--- src/rtl/core/bllsc_pkg.sv ---
`default_nettype none

package bllsc_pkg;

    // Defaults for the top-level parameters.
    localparam int ALPHABET_SIZE_DEF = 256;
    localparam int COUNT_BITS_DEF    = 24;
    localparam int SCORE_BITS_DEF    = 32;
    localparam int LOG_FRAC_BITS_DEF = 10;

    // Log unit constants: log2 carries 28 fraction bits and ln(2) is held in Q0.30.
    localparam int          LOG2_FRAC   = 28;
    localparam int          LOG2_INT    = 5;
    localparam int          LN_INT_BITS = 5;
    localparam logic [29:0] LN2_Q30     = 30'd744261118;

    // Depth of the queue between the front and the back.
    localparam int QUEUE_DEPTH = 4;

    // Request commands.
    localparam logic CMD_TRAIN = 1'b0;
    localparam logic CMD_SCORE = 1'b1;

    typedef struct packed {
        logic       cmd;
        logic [7:0] data_byte;
        logic       last;
    } t_in;

    typedef struct packed {
        logic [31:0] score;
        logic        saturated;
    } t_out;

    typedef enum logic [1:0] {
        JOB_NONE,
        JOB_TRAIN,
        JOB_SCORE
    } t_job_kind;

    // One classified request on its way from the front to the back.
    typedef struct packed {
        t_job_kind  kind;
        logic [7:0] prev_byte;
        logic [7:0] cur_byte;
        logic       last;
        logic       emit;
    } t_job;

    typedef enum logic [2:0] {
        BK_CLEAR,
        BK_IDLE,
        BK_READ,
        BK_CHECK,
        BK_LOG,
        BK_FINISH
    } t_back_state;

    typedef enum logic [2:0] {
        LN_IDLE,
        LN_NORM,
        LN_SQUARE,
        LN_MUL_HI,
        LN_MUL_LO,
        LN_ROUND,
        LN_DONE
    } t_ln_state;

endpackage

`default_nettype wire

--- src/rtl/core/bllsc_front.sv ---
`default_nettype none

module bllsc_front #(
    parameter int ALPHABET_SIZE = bllsc_pkg::ALPHABET_SIZE_DEF
) (
    input  wire logic             i_clk,
    input  wire logic             i_rst_n,
    input  wire logic             i_req_valid,
    output logic                  o_req_ready,
    input  wire bllsc_pkg::t_in   i_req,
    input  wire logic             i_clear_busy,
    input  wire logic             i_queue_full,
    output logic                  o_push,
    output bllsc_pkg::t_job       o_job
);
    import bllsc_pkg::*;

    logic [7:0] r_prev_byte;
    logic [7:0] n_prev_byte;
    logic       r_have_prev;
    logic       n_have_prev;
    logic       prev_in_range;
    logic       cur_in_range;
    logic       pair_ok;

    assign o_req_ready = !i_queue_full && !i_clear_busy;
    assign o_push      = i_req_valid && o_req_ready;

    // A pair exists only inside a run and only when both symbols are in the alphabet.
    assign prev_in_range = {1'b0, r_prev_byte} < 9'(ALPHABET_SIZE);
    assign cur_in_range  = {1'b0, i_req.data_byte} < 9'(ALPHABET_SIZE);
    assign pair_ok       = r_have_prev && prev_in_range && cur_in_range;

    always_comb begin
        o_job.prev_byte = r_prev_byte;
        o_job.cur_byte  = i_req.data_byte;
        o_job.last      = i_req.last;
        o_job.emit      = i_req.last && (i_req.cmd == CMD_SCORE);
        if (!pair_ok) begin
            o_job.kind = JOB_NONE;
        end else if (i_req.cmd == CMD_SCORE) begin
            o_job.kind = JOB_SCORE;
        end else begin
            o_job.kind = JOB_TRAIN;
        end

        n_prev_byte = r_prev_byte;
        n_have_prev = r_have_prev;
        if (o_push) begin
            if (i_req.last) begin
                n_prev_byte = 8'd0;
                n_have_prev = 1'b0;
            end else begin
                n_prev_byte = i_req.data_byte;
                n_have_prev = 1'b1;
            end
        end
    end

    always_ff @(posedge i_clk) begin
        if (!i_rst_n) begin
            r_prev_byte <= 8'd0;
            r_have_prev <= 1'b0;
        end else begin
            r_prev_byte <= n_prev_byte;
            r_have_prev <= n_have_prev;
        end
    end

endmodule

`default_nettype wire

--- config.mk ---
export PLATFORM = sky130hd
export DESIGN_NAME = bllsc_front
export DESIGN_NICKNAME = d
export VERILOG_FILES = /design/src/rtl/core/bllsc_pkg.sv /design/src/rtl/core/bllsc_front.sv
export SDC_FILE = /design/constraint.sdc
export NUM_CORES = 1
export LEC_CHECK = 0
export BUFFER_PORTS_ARGS = -buffer_cell sky130_fd_sc_hd__buf_2
export CORE_UTILIZATION = 36
export CTS_BUF_LIST = sky130_fd_sc_hd__clkbuf_2
export DETAILED_ROUTE_END_ITERATION = 7
export HOLD_SLACK_MARGIN = 0.06
export PLACE_DENSITY = 0.76
export SETUP_SLACK_MARGIN = 0.02
export SLEW_MARGIN = 25
export SYNTH_ARGS = -nofsm -noshare
export SYNTH_HDL_FRONTEND = slang
export SYNTH_SLANG_ARGS = --single-unit
export TNS_END_PERCENT = 20
--- constraint.sdc ---
create_clock -name i_clk -period 0.8 [get_ports i_clk]
set_input_delay 0.08 -clock i_clk [delete_from_list [all_inputs] [get_ports i_clk]]
set_output_delay 0.08 -clock i_clk [all_outputs]
set_load 0.01 [all_outputs]
==> flow_summary.toml <==
[setup_path]
cp_data_arrival_time_ns = 0.82
worst_ep_required_time_ns = 0.72
rr_startpoint = "r_prev_byte[3]$_SDFFE_PN0P_"
critPathCaptureType = "output pin"
startpoint_type = "flip-flop"
crit_fanout = 3
crit_start = "pair_ok$_SDFFE_PN0P_"
r2r_slack_ns = 0.20
worst-setup-path-type = "reg -> out"

[pwr]
total_power_mw = 0.9487
p_leak_nw = 0.3336
cellPowerDensity_nw_per_um2 = 1301
ir_drop_v = 0.0008542

[clocking]
cts.sinks = 9
cts_buffers = 3
cts_root_buffer = "clkbuf_2"
cts_setup_buffers = 0
clk_pin_slew_ns = 0.10
clk_latency_ns = 0.24
cts_buffer_depth = 2
htree_levels = 1
cts_tree = "built"
postCtsHoldBufs = 0

[place]
io_buffers = 36
dp.cells = 94
gp_congestion = 0.6223
dpl_cell_area_um2 = 619.3
hpwlAfterDp_um = 734

[worst_hold_path]
hold_path.class = "in -> reg"
min_from = "i_req[1]"

[synthesis]
ys_ff_latch = 9
syn_nets = 68
ys_types = 11
netlist_top_cells_area = "dfxtp_1, mux2i_1, buf_4"
postSynthCellCount = 53
syn_area_um2 = 503.0
synth_seq_area_share = 0.3582
yosys_warnings = 0
syn_avg_cell_area_um2 = 9.490
yosysTopAreaCell = "dfxtp_1"
synth_top_area_share = 0.3582

[timing]
rsz0062_at_grt = "true"
slew_viol_final = 0
relSlewSlack = 0.8027
skew_ns = 0
setup_slack_ns = -0.1046
fin_crit_ns = 0.9046
worstMarginPinSlew_ns = 0.2960
fmax_mhz = 1105
setup_viol = 2
finalHoldViolations = 0
period_share = 1.131

[floorplanning]
die_area_um2 = 1551
row_count = 13
die_h_um = 39.38
ioPinCount = 37
die_x_um = 39.38
start_util = 0.3865
core_um2 = 1301

[cells_and_area]
area_delta_synth_final_pct = 45.03
stdcell_count = 98
nNetsFinal = 99
final_area_um2 = 729.5
final_core_utilization = 0.5606
mostFrequentLayoutCell = "buf_2"
n_antenna_cell = 0
final_cell_mix = "buf_2, buf_6, nand2_1, mux2i_1, dfxtp_2"
layout-drive-gt1-share = 0.6506

[route]
routed_via_density = 4.673
drc = 0
wl_per_cell_um = 10.53
first_iter_violations = 3
ant_nets = 0
finalWirelength_mm = 1.032
first_pass_iters = 4
wl_met3_um = 96
routed-wl-met2_um = 492
vias = 458
highest_layer = "met3"
m1WireLength_um = 442

[global_routing]
grt_pass1_vias = 392
grt_max_degree = 19
grt_pass1_wl_mm = 1.490
grt_usage = 0.1423
gr-total-overflow = 0
antenna_found_initial = 0

[run]
drv_cap = 0

[run_status]
status = "finished, violations left"
violations = "setup timing"
[worst max-delay path: stages, from the launching register on]
cell and delay (ns):
dfxtp_2 0.35, nor2b_4 0.13, buf_6 0.10
[registers in the layout (all words and copies together) (netlist names)]
register and count:
r_prev_byte 8, pair_ok 1
[cells by family after synthesis]
group                  count (synthesis)  share of synthesized area
and+or+nand+nor                       23                     0.2687
muxes                                  9                     0.1791
buffers and inverters                 12                     0.1940
DFF                                    9                     0.3582
[per-layer routing]
layer | GRT usage | vias to the layer above
li1 | - | 226
met1 | 0.1512 | 204
met4 | 0.07759 | 0
met5 | 0 | -
met2 | 0.2500 | 28
met3 | 0.03977 | 0
[per-stage QoR]
step,hold WS [ns],setup WS [ns],TNS [ns]
after global placement,0.3586,-0.03603,-0.1391
after floorplan,0.2029,0.1255,0
final,0.09492,-0.1046,-0.2037
after CTS,0.07608,-0.1289,-0.2465
after detailed placement,0.3593,-0.06919,-0.3142
after global routing,0.09285,-0.1632,-0.3512
[synth_stat cells, drive strengths merged]
| master | n |
|---|---|
| buf | 12 |
| nor2 | 1 |
| nand2 | 9 |
| nand3b | 8 |
| mux2i | 9 |
| dfxtp | 9 |
| nor3b | 1 |
| nand2b | 1 |
| and2 | 2 |
| nor2b | 1 |
[worst paths after layout]
check | end | cells past startpoint
worst max-delay path | o_job[18] | 2
worst min-delay path | r_prev_byte[0]$_SDFFE_PN0P_ | 3
worst max register to register | r_prev_byte[3]$_SDFFE_PN0P_ | 2
worst min register to register | r_prev_byte[7]$_SDFFE_PN0P_ | 2
[power by group]
| group | internal (mW) | total (mW) | switching (mW) |
|---|---|---|---|
| logic | 0.0986 | 0.186 | 0.0876 |
| clock network | 0.133 | 0.296 | 0.163 |
| registers | 0.460 | 0.467 | 0.00732 |
[area by class of cell]
cell class,count,area (µm²)
clock buffer,4,20.02
fill,132,571.8
multi-input combinational,32,235.2
sequential,9,191.4
tap,15,18.77
timing repair buffer,38,264.0
[timing repair]
| action | in CTS | in global routing |
|---|---|---|
| setup endpoints to repair | 10 | 11 |
| resized for setup | 17 | 6 |
| pin swaps | 0 | 1 |
(Power assumes the default switching activity.)
