<file path="src/rtl/core/bllsc_pkg.sv">
`default_nettype none

package bllsc_pkg;

    // Defaults for the top-level parameters.
    localparam int ALPHABET_SIZE_DEF = 256;
    localparam int COUNT_BITS_DEF    = 24;
    localparam int SCORE_BITS_DEF    = 32;
    localparam int LOG_FRAC_BITS_DEF = 10;

    // Log unit constants: log2 carries 28 fraction bits and ln(2) is held in Q0.30.
    localparam int          LOG2_FRAC   = 28;
    localparam int          LOG2_INT    = 5;
    localparam int          LN_INT_BITS = 5;
    localparam logic [29:0] LN2_Q30     = 30'd744261118;

    // Depth of the queue between the front and the back.
    localparam int QUEUE_DEPTH = 4;

    // Request commands.
    localparam logic CMD_TRAIN = 1'b0;
    localparam logic CMD_SCORE = 1'b1;

    typedef struct packed {
        logic       cmd;
        logic [7:0] data_byte;
        logic       last;
    } t_in;

    typedef struct packed {
        logic [31:0] score;
        logic        saturated;
    } t_out;

    typedef enum logic [1:0] {
        JOB_NONE,
        JOB_TRAIN,
        JOB_SCORE
    } t_job_kind;

    // One classified request on its way from the front to the back.
    typedef struct packed {
        t_job_kind  kind;
        logic [7:0] prev_byte;
        logic [7:0] cur_byte;
        logic       last;
        logic       emit;
    } t_job;

    typedef enum logic [2:0] {
        BK_CLEAR,
        BK_IDLE,
        BK_READ,
        BK_CHECK,
        BK_LOG,
        BK_FINISH
    } t_back_state;

    typedef enum logic [2:0] {
        LN_IDLE,
        LN_NORM,
        LN_SQUARE,
        LN_MUL_HI,
        LN_MUL_LO,
        LN_ROUND,
        LN_DONE
    } t_ln_state;

endpackage

`default_nettype wire

</file>
<file path="src/rtl/core/bllsc_fifo.sv">
`default_nettype none

module bllsc_fifo #(
    parameter int DEPTH = bllsc_pkg::QUEUE_DEPTH
) (
    input  wire logic             i_clk,
    input  wire logic             i_rst_n,
    input  wire logic             i_push,
    input  wire bllsc_pkg::t_job  i_data,
    output logic                  o_full,
    input  wire logic             i_pop,
    output logic                  o_empty,
    output bllsc_pkg::t_job       o_head
);
    import bllsc_pkg::*;

    localparam int PTR_W = (DEPTH > 1) ? $clog2(DEPTH) : 1;
    localparam int CNT_W = $clog2(DEPTH + 1);

    t_job             r_slots [DEPTH];
    logic [PTR_W-1:0] r_wr_ptr;
    logic [PTR_W-1:0] n_wr_ptr;
    logic [PTR_W-1:0] r_rd_ptr;
    logic [PTR_W-1:0] n_rd_ptr;
    logic [CNT_W-1:0] r_count;
    logic [CNT_W-1:0] n_count;

    assign o_full  = (r_count == CNT_W'(DEPTH));
    assign o_empty = (r_count == '0);
    assign o_head  = r_slots[r_rd_ptr];

    always_comb begin
        n_wr_ptr = r_wr_ptr;
        n_rd_ptr = r_rd_ptr;
        n_count  = r_count;
        if (i_push) begin
            n_wr_ptr = (r_wr_ptr == PTR_W'(DEPTH - 1)) ? '0 : r_wr_ptr + 1'b1;
        end
        if (i_pop) begin
            n_rd_ptr = (r_rd_ptr == PTR_W'(DEPTH - 1)) ? '0 : r_rd_ptr + 1'b1;
        end
        if (i_push && !i_pop) begin
            n_count = r_count + 1'b1;
        end else if (i_pop && !i_push) begin
            n_count = r_count - 1'b1;
        end
    end

    always_ff @(posedge i_clk) begin
        if (!i_rst_n) begin
            r_wr_ptr <= '0;
            r_rd_ptr <= '0;
            r_count  <= '0;
        end else begin
            r_wr_ptr <= n_wr_ptr;
            r_rd_ptr <= n_rd_ptr;
            r_count  <= n_count;
        end
    end

    always_ff @(posedge i_clk) begin
        if (i_push) begin
            r_slots[r_wr_ptr] <= i_data;
        end
    end

endmodule

`default_nettype wire

</file>
<file path="config.mk">
export PLATFORM = sky130hd
export DESIGN_NAME = bllsc_fifo
export DESIGN_NICKNAME = d
export VERILOG_FILES = /design/src/rtl/core/bllsc_pkg.sv /design/src/rtl/core/bllsc_fifo.sv
export SDC_FILE = /design/constraint.sdc
export NUM_CORES = 1
export LEC_CHECK = 0
export BUFFER_PORTS_ARGS = -buffer_cell sky130_fd_sc_hd__buf_2
export CORE_UTILIZATION = 44
export CTS_CLUSTER_SIZE = 12
export DETAILED_ROUTE_END_ITERATION = 16
export PLACE_DENSITY = 0.66
export RECOVER_POWER = 50
export SYNTH_ARGS = -nofsm -noshare
export SYNTH_HDL_FRONTEND = slang
export SYNTH_SLANG_ARGS = --single-unit
</file>
<file path="constraint.sdc">
create_clock -name i_clk -period 1.6 [get_ports i_clk]
set_input_delay 0.4 -clock i_clk [delete_from_list [all_inputs] [get_ports i_clk]]
set_output_delay 0.4 -clock i_clk [all_outputs]
set_load 0.02 [all_outputs]
</file>
==> results of run 1 <==
-- final cells by class --
| class | count | share of cell area (%) |
|---|---|---|
| tap | 99 | 3.060 |
| clock inverter | 5 | 1.978 |
| sequential | 89 | 63.89 |
| multi-input combinational | 51 | 17.99 |
| inverter | 4 | 0.3709 |
| timing repair buffer | 60 | 9.459 |
| clock buffer | 11 | 3.246 |
-- cell usage in the layout (no fill, tap or decap), types with 2 or more instances in the layout --
cell type and n:
edfxtp_1 80, buf_2 25, clkbuf_1 22, mux4_2 20, buf_4 10, clkbuf_8 9
dfxtp_1 8, and2_1 5, nor2b_1 5, ha_1 5, mux2i_1 4, buf_12 4
inv_1 3, nor3_1 2, bufinv_16 2
-- worst max-delay path by stage --
| stage | startpoint | end | slack [ps] | cells after the start |
|---|---|---|---|---|
| final | flop | o_head[8] | -420 | 3 |
| after CTS | flop | o_head[8] | -430 | 3 |
| after global placement | i_pop | r_count[2]$_SDFFE_PN0P_ | -120 | 8 |
| after global routing | flop | o_head[8] | -460 | 3 |
| after floorplan | i_pop | r_count[2]$_SDFFE_PN0P_ | 5 | 7 |
| after detailed placement | i_pop | r_count[2]$_SDFFE_PN0P_ | -260 | 8 |
-- state kept, by name (all words and copies together) (netlist names), named ones only --
signal    flops
r_slots      80
r_wr_ptr      2
r_rd_ptr      2
r_count       3
-- logic make-up after synthesis --
family | after synthesis
flops | 89
fa+ha+maj | 7
compound gates | 3
xor+xnor | 2
mux | 24
buf+inv | 8
simple gates | 15
-- critical path, delay by kind of cell, from the launching register on --
family	cells	cell delay, ps
buffers and inverters	2	340
multiplexers	1	530
flip-flops	1	400
-- power breakdown --
group	internal, mW	switching [mW]	total [mW]
logic	0.267	0.319	0.586
registers	2.65	0.0501	2.70
clock network	0.878	0.723	1.60
-- layer usage --
metal / vias to the layer above / wire [microns] / track usage, %
li1: 735 / - / -
met1: 829 / 2176 / 17.76
met2: 30 / 3175 / 27.90
met3: 8 / 215 / 4.801
met4: 0 / 66 / 6.494
met5: - / 0 / 0
-- repair_timing --
action                     4_1_cts  5_1_grt
gates cloned                     1        0
gates resized for setup          3        0
setup endpoints to repair       20       20
buffers inserted                 0        0
==> results.md, run 1 <==
- CP max stage cell: mux4_2
- Post-Synth Simple-Gate Area: roughly 2.7%
- Top FF cell, synth: edfxtp_1
- Number of max-cap violations: 0
- Placement row count: 31
- Initial antenna violation count: 0
- Clock Skew: ~6.7 ps
- Power Density: about 1200 mW/mm^2
- Detail Route Antenna Nets: 0
- Mux contribution to synthesized area: about 15%
- Reg2reg setup slack: ~90 ps
- Finished Layout Cells: around 320
- Tcrit/Tclk final: 126.1%
- CP peak stage delay: about 530 ps
- # hold bufs at CTS: 0
- Vias in the first global route: about 1700
- Worst hold slack: about 320 ps
- Largest net degree at the start of global routing: 21
- Seq/Total Area, Yosys: 77.25%
- Gr usage total: 15.74%
- TNS Setup: -7591 ps
- Reg2reg path depth: 4
- # fillers: 588
- Total chip power: 4.888 mW
- Slew headroom: a little under nine tenths
- GRT overflow: 0
- Via Count: 1602
- Synth-to-layout area growth: 21.07%
- Synthesized instance count: around 150
- Status: finished with violations
- Worst EP arrival: about 1600 ps
- CTS max path bufs: 2
- VDD IR-drop max: 580.3 uV
- Hold endpoint: r_slots[3][0]$_DFFE_PP_
- CTS H-tree depth: 3
- Final worst slack: -416.8 ps
- Clk sinks: slightly below 90
- Sequential Area: approximately 0.0026 sq mm
- Post-synth EDFFs: 80
- #FFs+latches synth: between 80 and 90
- Worst Hold Depth: 1
- Worst r2r src: r_count[0]$_SDFFE_PN0P_
- Yosys top cell area share: 71.86%
- TritonCTS buffer count: 9
- Synth Area in Adders: 2.844%
- Final hold violation count: 0
- Final wirelength: about 5.6 mm
- Multi-input logic area: around 730 sq um
- DRC Markers: 0
- Netlist cell types: 20
- Setup CP Type: reg -> out
- Die area: about 0.0080 sq mm
- Worst setup SP type: flop
- Slew Viols, Final: 0
- Diode count: 0
- Critical Path RT: between 1000 and 1500 ps
- Drt wl/cell: 17.66 microns
- Initial Utilization: between 40 and 50%
- Compound-Gate Fraction of Synth Area: 0.5988%
- TritonRoute pass-1 iters: 4
- Top area cells in the synthesized netlist: edfxtp_1, mux4_2, dfxtp_1
- Root buffer cell: clkbuf_8
- Place WS: -258.1 ps
- Fin util: between 50% and 60%
- Count of final setup violators: 20
- CTS clk-pin slew, worst paths: approximately 80 ps
- Final HPWL DP: about 3.7 mm
- Top cells by instance count after synthesis: edfxtp_1, mux4_2, dfxtp_1
- Placed insts: 302
- CTS tree: done
- 1st-iter DRT viols: between 70 and 80
- HP Start: i_data[0]
- Final min period: a little over 2000 ps
- Core box area: 0.007292 sq mm
- Critical path peak fanout: 10
- Largest family of logic cells by synthesized area: multiplexers
- CP Cell Sequence: buf_12, mux4_2, buf_2
- Final Wtd Congestion: 0.6916
- Worst-Margin Slew: around 220 ps
- Critical Path End Type: output port
- Synth area leader: edfxtp_1
- Die Y: 89.17 microns
- HP Class: in -> reg
- Avg Synthesized Cell Area: between 20 and 25 sq um
- I/O Pins: 46
- Yosys Warn Count: 0
- Post-synthesis instance area: between 0.003 and 0.004 sq mm
- Failing checks: negative setup slack
- Design area: 0.004048 sq mm
- Final nets: approximately 250
- Global-route wire length before repair: around 8.6 mm
- Most frequent cell after synthesis: edfxtp_1
- XOR/XNOR Fraction of Synth Area: less than 1%
- Fmax: 0.4958 GHz
- I/O Buffers: 45
- Dpl cell area: 0.003830 sq mm
- Worst skew pair latency: between 300 and 400 ps
- Syn nets: between 150 and 200
- Die width: just under 90 microns
- Async SR Flop Fraction: 0%
- P_leak: about 1.4 nW
- Worst r2r dst: r_count[2]$_SDFFE_PN0P_
- Share of cells above drive strength 1: around a third
- RSZ-0062 raised after global routing: true
- Via/cell ratio: around 5.0
No activity file was read; power rests on OpenSTA's default activity.
==> inputs of run 2 (changes only) <==
- ABC_AREA: unset -> 1
- TNS_END_PERCENT: unset -> 30
==> run 2 against run 1 <==
Power increased by 4.2%. Register-to-register slack improved by 260 ps. Synthesized cell count increased by 71%. Global-route usage increased by 0.30 points. Critical endpoint is now o_head[13]. Via count increased by 33%. Worst setup slack improved by 200 ps. The flow still finishes with violations (negative setup slack). Fmax increased by 11%. Die area increased by 1.6%.
==> results.md, run 2 <==
- Die area: 0.008078 sq mm (was 0.007950 sq mm)
- Count of final setup violators: 20 (unchanged)
- VDD IR-drop max: 512.3 uV (was 580.3 uV)
- Biggest regs: r_slots: 80 flops, r_count: 3 flops (unchanged)
- Netlist cell types: 18 (was 20)
- Via Count: 2126 (was 1602)
- #FFs+latches synth: 89 (unchanged)
- CTS tree: done (unchanged)
- Avg Synthesized Cell Area: 13.43 sq um (was 22.59 sq um)
- Status: finished with violations (unchanged)
- Root buffer cell: clkbuf_8 (unchanged)
- Placed insts: 401 (was 302)
- Clk sinks: 89 (unchanged)
- Share of cells above drive strength 1: 20.25% (was 35.00%)
- Via/cell ratio: 5.062 (was 5.022)
- Top FF cell, synth: edfxtp_1 (unchanged)
- Gr usage total: 16.04% (was 15.74%)
- Placement row count: 31 (unchanged)
- Post-synthesis instance area: 0.003398 sq mm (was 0.003343 sq mm)
- Fin util: 57.35% (was 55.51%)
- CP peak stage delay: 390 ps (was 530 ps)
- Post-synth EDFFs: 80 (unchanged)
- Die Y: 89.88 microns (was 89.17 microns)
- Failing checks: negative setup slack (unchanged)
- Initial antenna violation count: 0 (unchanged)
- Final worst slack: -215.1 ps (was -416.8 ps)
- Setup CP Type: reg -> out (unchanged)
- I/O Pins: 46 (unchanged)
- Critical Path End Type: output port (unchanged)
- Final min period: 1815 ps (was 2017 ps)
- Diode count: 0 (unchanged)
- 1st-iter DRT viols: 149 (was 76)
- Power Density: 1204 mW/mm^2 (was 1208 mW/mm^2)
- CP max stage cell: dfxtp_4 (was mux4_2)
- Commonest non-fill, non-tap cell in the layout: edfxtp_1 (unchanged)
- Worst skew pair latency: 350 ps (about the same)
- Worst-Margin Slew: 215.8 ps (was 215.9 ps)
- Worst setup SP type: flop (unchanged)
- CTS H-tree depth: 3 (unchanged)
- Seq/Total Area, Yosys: 75.99% (was 77.25%)
- Final Wtd Congestion: 0.6864 (was 0.6916)
- Fmax: 0.5509 GHz (was 0.4958 GHz)
- I/O Buffers: 45 (unchanged)
- Critical Path RT: 1200 ps (about the same)
- RSZ-0062 raised after global routing: true (unchanged)
- Async SR Flop Fraction: 0% (unchanged)
- Global-route wire length before repair: 9.784 mm (was 8.576 mm)
- Total chip power: 5.091 mW (was 4.888 mW)
- Post-CTS Repair Setup Buffers: 0 (unchanged)
- Final wirelength: 6.141 mm (was 5.634 mm)
- Yosys Warn Count: 0 (unchanged)
- HP Class: in -> reg (unchanged)
- P_leak: 1.544 nW (was 1.374 nW)
- Max reg flops: 80 (unchanged)
- CTS clk-pin slew, worst paths: 90 ps (was 80 ps)
- Worst hold slack: 293.0 ps (was 315.5 ps)
- Slew headroom: 85.61% (was 85.59%)
- Core box area: 0.007370 sq mm (was 0.007292 sq mm)
- TritonCTS buffer count: 9 (unchanged)
- Final HPWL DP: 3.722 mm (was 3.693 mm)
- Commonest non-fill, non-tap cells in the layout: edfxtp_1, nor2_1, o21ai_1 (was edfxtp_1, buf_2, clkbuf_1)
- Final nets: 347 (was 246)
- Worst EP arrival: 1420 ps (was 1620 ps)
- HP Start: i_data[3] (was i_data[0])
- Most frequent cell after synthesis: edfxtp_1 (unchanged)
- CP Cell Sequence: inv_6, buf_8, nor2_1, o22ai_1, buf_4 (was buf_12, mux4_2, buf_2)
- Number of max-cap violations: 0 (unchanged)
- Synth area leader: edfxtp_1 (unchanged)
- Die width: 89.88 microns (was 89.17 microns)
- GRT overflow: 0 (unchanged)
- Slew Viols, Final: 0 (unchanged)
- Drt wl/cell: 14.62 microns (was 17.66 microns)
- Syn nets: 284 (was 179)
- CTS max path bufs: 2 (unchanged)
- Detail Route Antenna Nets: 0 (unchanged)
- Worst r2r src: r_count[0]$_SDFFE_PN0P_ (unchanged)
- Tcrit/Tclk final: 113.4% (was 126.1%)
- DRC Markers: 0 (unchanged)
- Critical path peak fanout: 12 (was 10)
- Top cells by instance count after synthesis: edfxtp_1, nor2_1, o21ai_1 (was edfxtp_1, mux4_2, dfxtp_1)
- Final hold violation count: 0 (unchanged)
- Synthesized instance count: 253 (was 148)
- Yosys top cell area share: 70.69% (was 71.86%)
- CP top delay family: buffers and inverters (was multiplexers)
- TritonRoute pass-1 iters: 4 (unchanged)
- Largest net degree at the start of global routing: 21 (unchanged)
- Synth-to-layout area growth: 24.37% (was 21.07%)
- Initial Utilization: 46.11% (was 45.85%)
- Largest Register: r_slots (unchanged)
- Critical path buffer and inverter count: 3 (was 2)
- Top area cells in the synthesized netlist: edfxtp_1, o21ai_1, dfxtp_1 (was edfxtp_1, mux4_2, dfxtp_1)
- Clock Skew: 4.472 ps (was 6.671 ps)
- Vias in the first global route: 1993 (was 1713)
- Finished Layout Cells: 420 (was 319)
[run 2: cell types whose count changed after synthesis, moves of 4 or more]
cell,before,now
nand2_1,0,8
mux2i_1,4,0
o22ai_1,0,20
and2_1,5,0
mux4_2,20,0
clkbuf_1,0,4
nor2b_1,5,0
inv_1,4,15
buf_2,2,8
nor2_1,1,48
o21ai_1,0,40
[run 2: repair_timing]
action	in CTS	in global routing
gates cloned	1	2
pin swaps	2	4
gates resized for setup	26	15
hold buffers	0	0
endpoints found under the setup margin	20	20
[run 2: area by class of cell]
class	instances	area (sq um)
Fill cell	612	3143
Sequential cell	89	2587
Multi-Input combinational cell	136	710.7
Timing Repair Buffer	64	511.7
Clock buffer	9	123.9
Tap cell	99	123.9
Clock inverter	7	103.9
Inverter	16	65.06
[run 2: metal layers]
metal  up-vias  part of all wire [%]  track usage [%]
met4         0                   1.9            8.468
met5         -                     0                0
met3         9                   6.5            4.315
met2        55                    48            25.45
met1      1020                    44            20.25
li1       1042                     -                -
[run 2: final timing paths]
check / end / slack, ps / depth (start not counted)
worst min-delay path: r_slots[0][3]$_DFFE_PP_ / 290 / 1
worst max register to register: r_count[2]$_SDFFE_PN0P_ / 350 / 6
worst min register to register: r_wr_ptr[1]$_SDFFE_PN0P_ / 530 / 2
worst max-delay path: o_head[13] / -220 / 5
[run 2: cell families (layout without fill, tap and decap cells)]
kind of cell,after synthesis,count (layout),synth area share [%]
flops,89,89,75.99
fa+ha+maj,7,7,2.798
buf+inv,28,96,3.387
compound gates,66,66,10.46
xor+xnor,1,1,0.2578
simple gates,62,62,7.106
[run 2: stage by stage]
| step | setup slack (ps) | setup TNS (ps) | instance area, sq um |
|---|---|---|---|
| 6_report | -215.1 | -3212 | 4227 |
| 5_1_grt | -267.7 | -4579 | 4227 |
| 4_1_cts | -207.9 | -3462 | 4200 |
| 3_5_place_dp | -34.76 | -34.76 | 3875 |
| 3_3_place_gp | 48.71 | 0 | 3875 |
| 2_1_floorplan | 149.4 | 0 | 3398 |
[run 2: power breakdown]
part	switching, mW	internal (mW)
registers	0.0464	2.64
logic	0.422	0.297
clock network	0.788	0.894
total	1.26	3.83
==> inputs of run 3 (changes only) <==
- CORE_ASPECT_RATIO: unset -> 0.75
==> run 3 against run 2 <==
Worst hold slack improved by 7.8 ps. The run still ends with negative setup slack left. Utilization rose by 0.52 points. Cell count rose by 0.71%. Sequential share of layout area fell by 0.82 points. Combinational power rose by 8.2%. Cell area rose by 1.3%. Clock-buffer cell count rose by 1. Global-route usage rose by 0.73 points. Via count rose by 1.2%. Wire length rose by 10%. Power fell by 7.3%.
==> results.md, run 3 (synthesis results as in run 2) <==
- Final HPWL DP: 3.883 mm (was 3.722 mm)
- Biggest regs: r_slots: 80 flops, r_count: 3 flops (unchanged)
- Die width: 103.5 microns (was 89.88 microns)
- Place WS: -3.548 ps (was -34.76 ps)
- CTS tree: done (unchanged)
- Largest Register: r_slots (unchanged)
- Placement row count: 27 (was 31)
- Tcrit/Tclk final: 113.2% (was 113.4%)
- Final min period: 1812 ps (was 1815 ps)
- Via/cell ratio: 5.087 (was 5.062)
- Critical path peak fanout: 16 (was 12)
- Via Count: 2152 (was 2126)
- TritonCTS buffer count: 9 (unchanged)
- CP top delay family: flip-flops (was buffers and inverters)
- Number of max-cap violations: 0 (unchanged)
- I/O Pins: 46 (unchanged)
- 1st-iter DRT viols: 114 (was 149)
- Clock Skew: 6.891 ps (was 4.472 ps)
- # hold bufs at CTS: 0 (unchanged)
- CP Cell Sequence: buf_12, o21ai_1, o22ai_1, buf_4 (was inv_6, buf_8, nor2_1, o22ai_1, buf_4)
- Die area: 0.008082 sq mm (was 0.008078 sq mm)
- CTS H-tree depth: 3 (unchanged)
- Fmax: 0.5520 GHz (was 0.5509 GHz)
- Worst skew pair latency: 350 ps (about the same)
- Diode count: 0 (unchanged)
- Drt wl/cell: 16.00 microns (was 14.62 microns)
- Failing checks: negative setup slack (unchanged)
- GRT overflow: 0 (unchanged)
- TNS Setup: -3383 ps (was -3212 ps)
- I/O Buffers: 45 (unchanged)
- Gr usage total: 16.77% (was 16.04%)
- Largest net degree at the start of global routing: 21 (unchanged)
- Post-CTS Repair Setup Buffers: 0 (unchanged)
- Initial antenna violation count: 0 (unchanged)
- Slew headroom: 86.28% (was 85.61%)
- Worst setup SP type: flop (unchanged)
- Psw: 1.204 mW (was 1.256 mW)
- Critical Path End Type: output port (unchanged)
- Commonest non-fill, non-tap cells in the layout: edfxtp_1, nor2_1, o21ai_1 (unchanged)
- TritonRoute pass-1 iters: 4 (unchanged)
- Vias in the first global route: 1981 (was 1993)
- Synth-to-layout area growth: 25.99% (was 24.37%)
- Critical Path RT: 1200 ps (about the same)
- Initial Utilization: 45.93% (was 46.11%)
- Worst hold slack: 300.8 ps (was 293.0 ps)
- Final hold violation count: 0 (unchanged)
- Sequential share of power: 57.0% (was 52.8%)
- Global-route wire length before repair: 9.756 mm (was 9.784 mm)
- Design internal power: 3.518 mW (was 3.835 mW)
- CTS max path bufs: 2 (unchanged)
- Final wirelength: 6.770 mm (was 6.141 mm)
- Power Density: 1103 mW/mm^2 (was 1204 mW/mm^2)
- Clock network fraction of design power: 26.5% (was 33.0%)
- RSZ-0062 raised after global routing: true (unchanged)
- P_leak: 1.581 nW (was 1.544 nW)
- Die Y: 78.11 microns (was 89.88 microns)
- DRC Markers: 0 (unchanged)
- CP max stage cell: dfxtp_4 (unchanged)
- Switching share of power: 25.49% (was 24.67%)
- Final Wtd Congestion: 0.7394 (was 0.6864)
- HP Class: in -> reg (unchanged)
- Max reg flops: 80 (unchanged)
- Core box area: 0.007398 sq mm (was 0.007370 sq mm)
- CP peak stage delay: 420 ps (was 390 ps)
- Worst-Margin Slew: 205.5 ps (was 215.8 ps)
- Root buffer cell: clkbuf_8 (unchanged)
- Commonest non-fill, non-tap cell in the layout: edfxtp_1 (unchanged)
- Final worst slack: -211.7 ps (was -215.1 ps)
- Worst EP arrival: 1410 ps (was 1420 ps)
- VDD IR-drop max: 410.1 uV (was 512.3 uV)
- Detail Route Antenna Nets: 0 (unchanged)
- Critical path buffer and inverter count: 2 (was 3)
- CTS clk-pin slew, worst paths: 70 ps (was 90 ps)
- Count of final setup violators: 20 (unchanged)
- Comb pwr share: 16.5% (was 14.1%)
- Slew Viols, Final: 0 (unchanged)
- Final nets: 349 (was 347)
- Status: finished with violations (unchanged)
- Setup CP Type: reg -> out (unchanged)
- Share of cells above drive strength 1: 22.98% (was 20.25%)
- Total chip power: 4.722 mW (was 5.091 mW)
- Clk sinks: 89 (unchanged)
run 3: cell types whose count changed in the layout (fill, tap and decap cells not counted), sizes merged:
| cell | change |
|---|---|
| inv | -1 |
| clkinvlp | -2 |
| clkbuf | +3 |
| clkinv | +3 |
| bufinv | -2 |
run 3: through the flow:
| stage | instances | util [%] | instance area, sq um |
|---|---|---|---|
| after detailed placement | 404 | 52.68 | 3897 |
| after global routing | 423 | 57.87 | 4282 |
| final | 423 | 57.87 | 4282 |
| after global placement | 404 | 52.68 | 3897 |
| after floorplan | 253 | - | 3398 |
| after CTS | 420 | 55.59 | 4113 |
run 3: layout make-up:
cell class / count / area, sq um
clock buffer: 10 / 127.6
tap: 101 / 126.4
fill: 586 / 3117
clock inverter: 5 / 23.77
timing repair buffer: 66 / 593.1
sequential: 89 / 2586
inverter: 16 / 67.56
multi-input combinational: 136 / 757.0
run 3: worst register-to-register path, stage by stage, from the launching register on:
cell and delay (ps):
dfxtp_1 420, ha_1 210, nand2_1 60, inv_1 90, buf_12 180
run 3: path summary, 6_finish.rpt:
kind | slack [ps] | startpoint | depth (start not counted) | end
setup reg to reg | 330 | r_wr_ptr[0]$_SDFFE_PN0P_ | 4 | r_slots[3][2]$_DFFE_PP_
hold / removal | 300 | i_data[17] | 1 | r_slots[1][17]$_DFFE_PP_
hold reg to reg | 540 | r_wr_ptr[1]$_SDFFE_PN0P_ | 2 | r_wr_ptr[1]$_SDFFE_PN0P_
setup / recovery | -210 | flop | 4 | o_head[13]
run 3: power by group through the flow:
stage / Sequential (mW) / Combinational (mW) / Clock (mW)
CTS: 2.69 / 0.683 / 1.27
floorplan: 2.73 / 0.383 / 0
detailed placement: 2.74 / 0.651 / 0
global route: 2.70 / 0.838 / 1.37
global placement: 2.74 / 0.636 / 0
finish: 2.69 / 0.778 / 1.25
run 3: metal layers:
metal | global-route usage (%) | part of all wire, %
met5 | 0 | 0
met4 | 5.915 | 1.0
met3 | 6.857 | 4.5
met2 | 25.70 | 47
met1 | 21.43 | 48
run 3: what timing repair did:
action / 4_1_cts / 5_1_grt
pin swaps: 3 / 5
cloned: 1 / 3
endpoints found under the setup margin: 20 / 20
resized for setup: 14 / 35
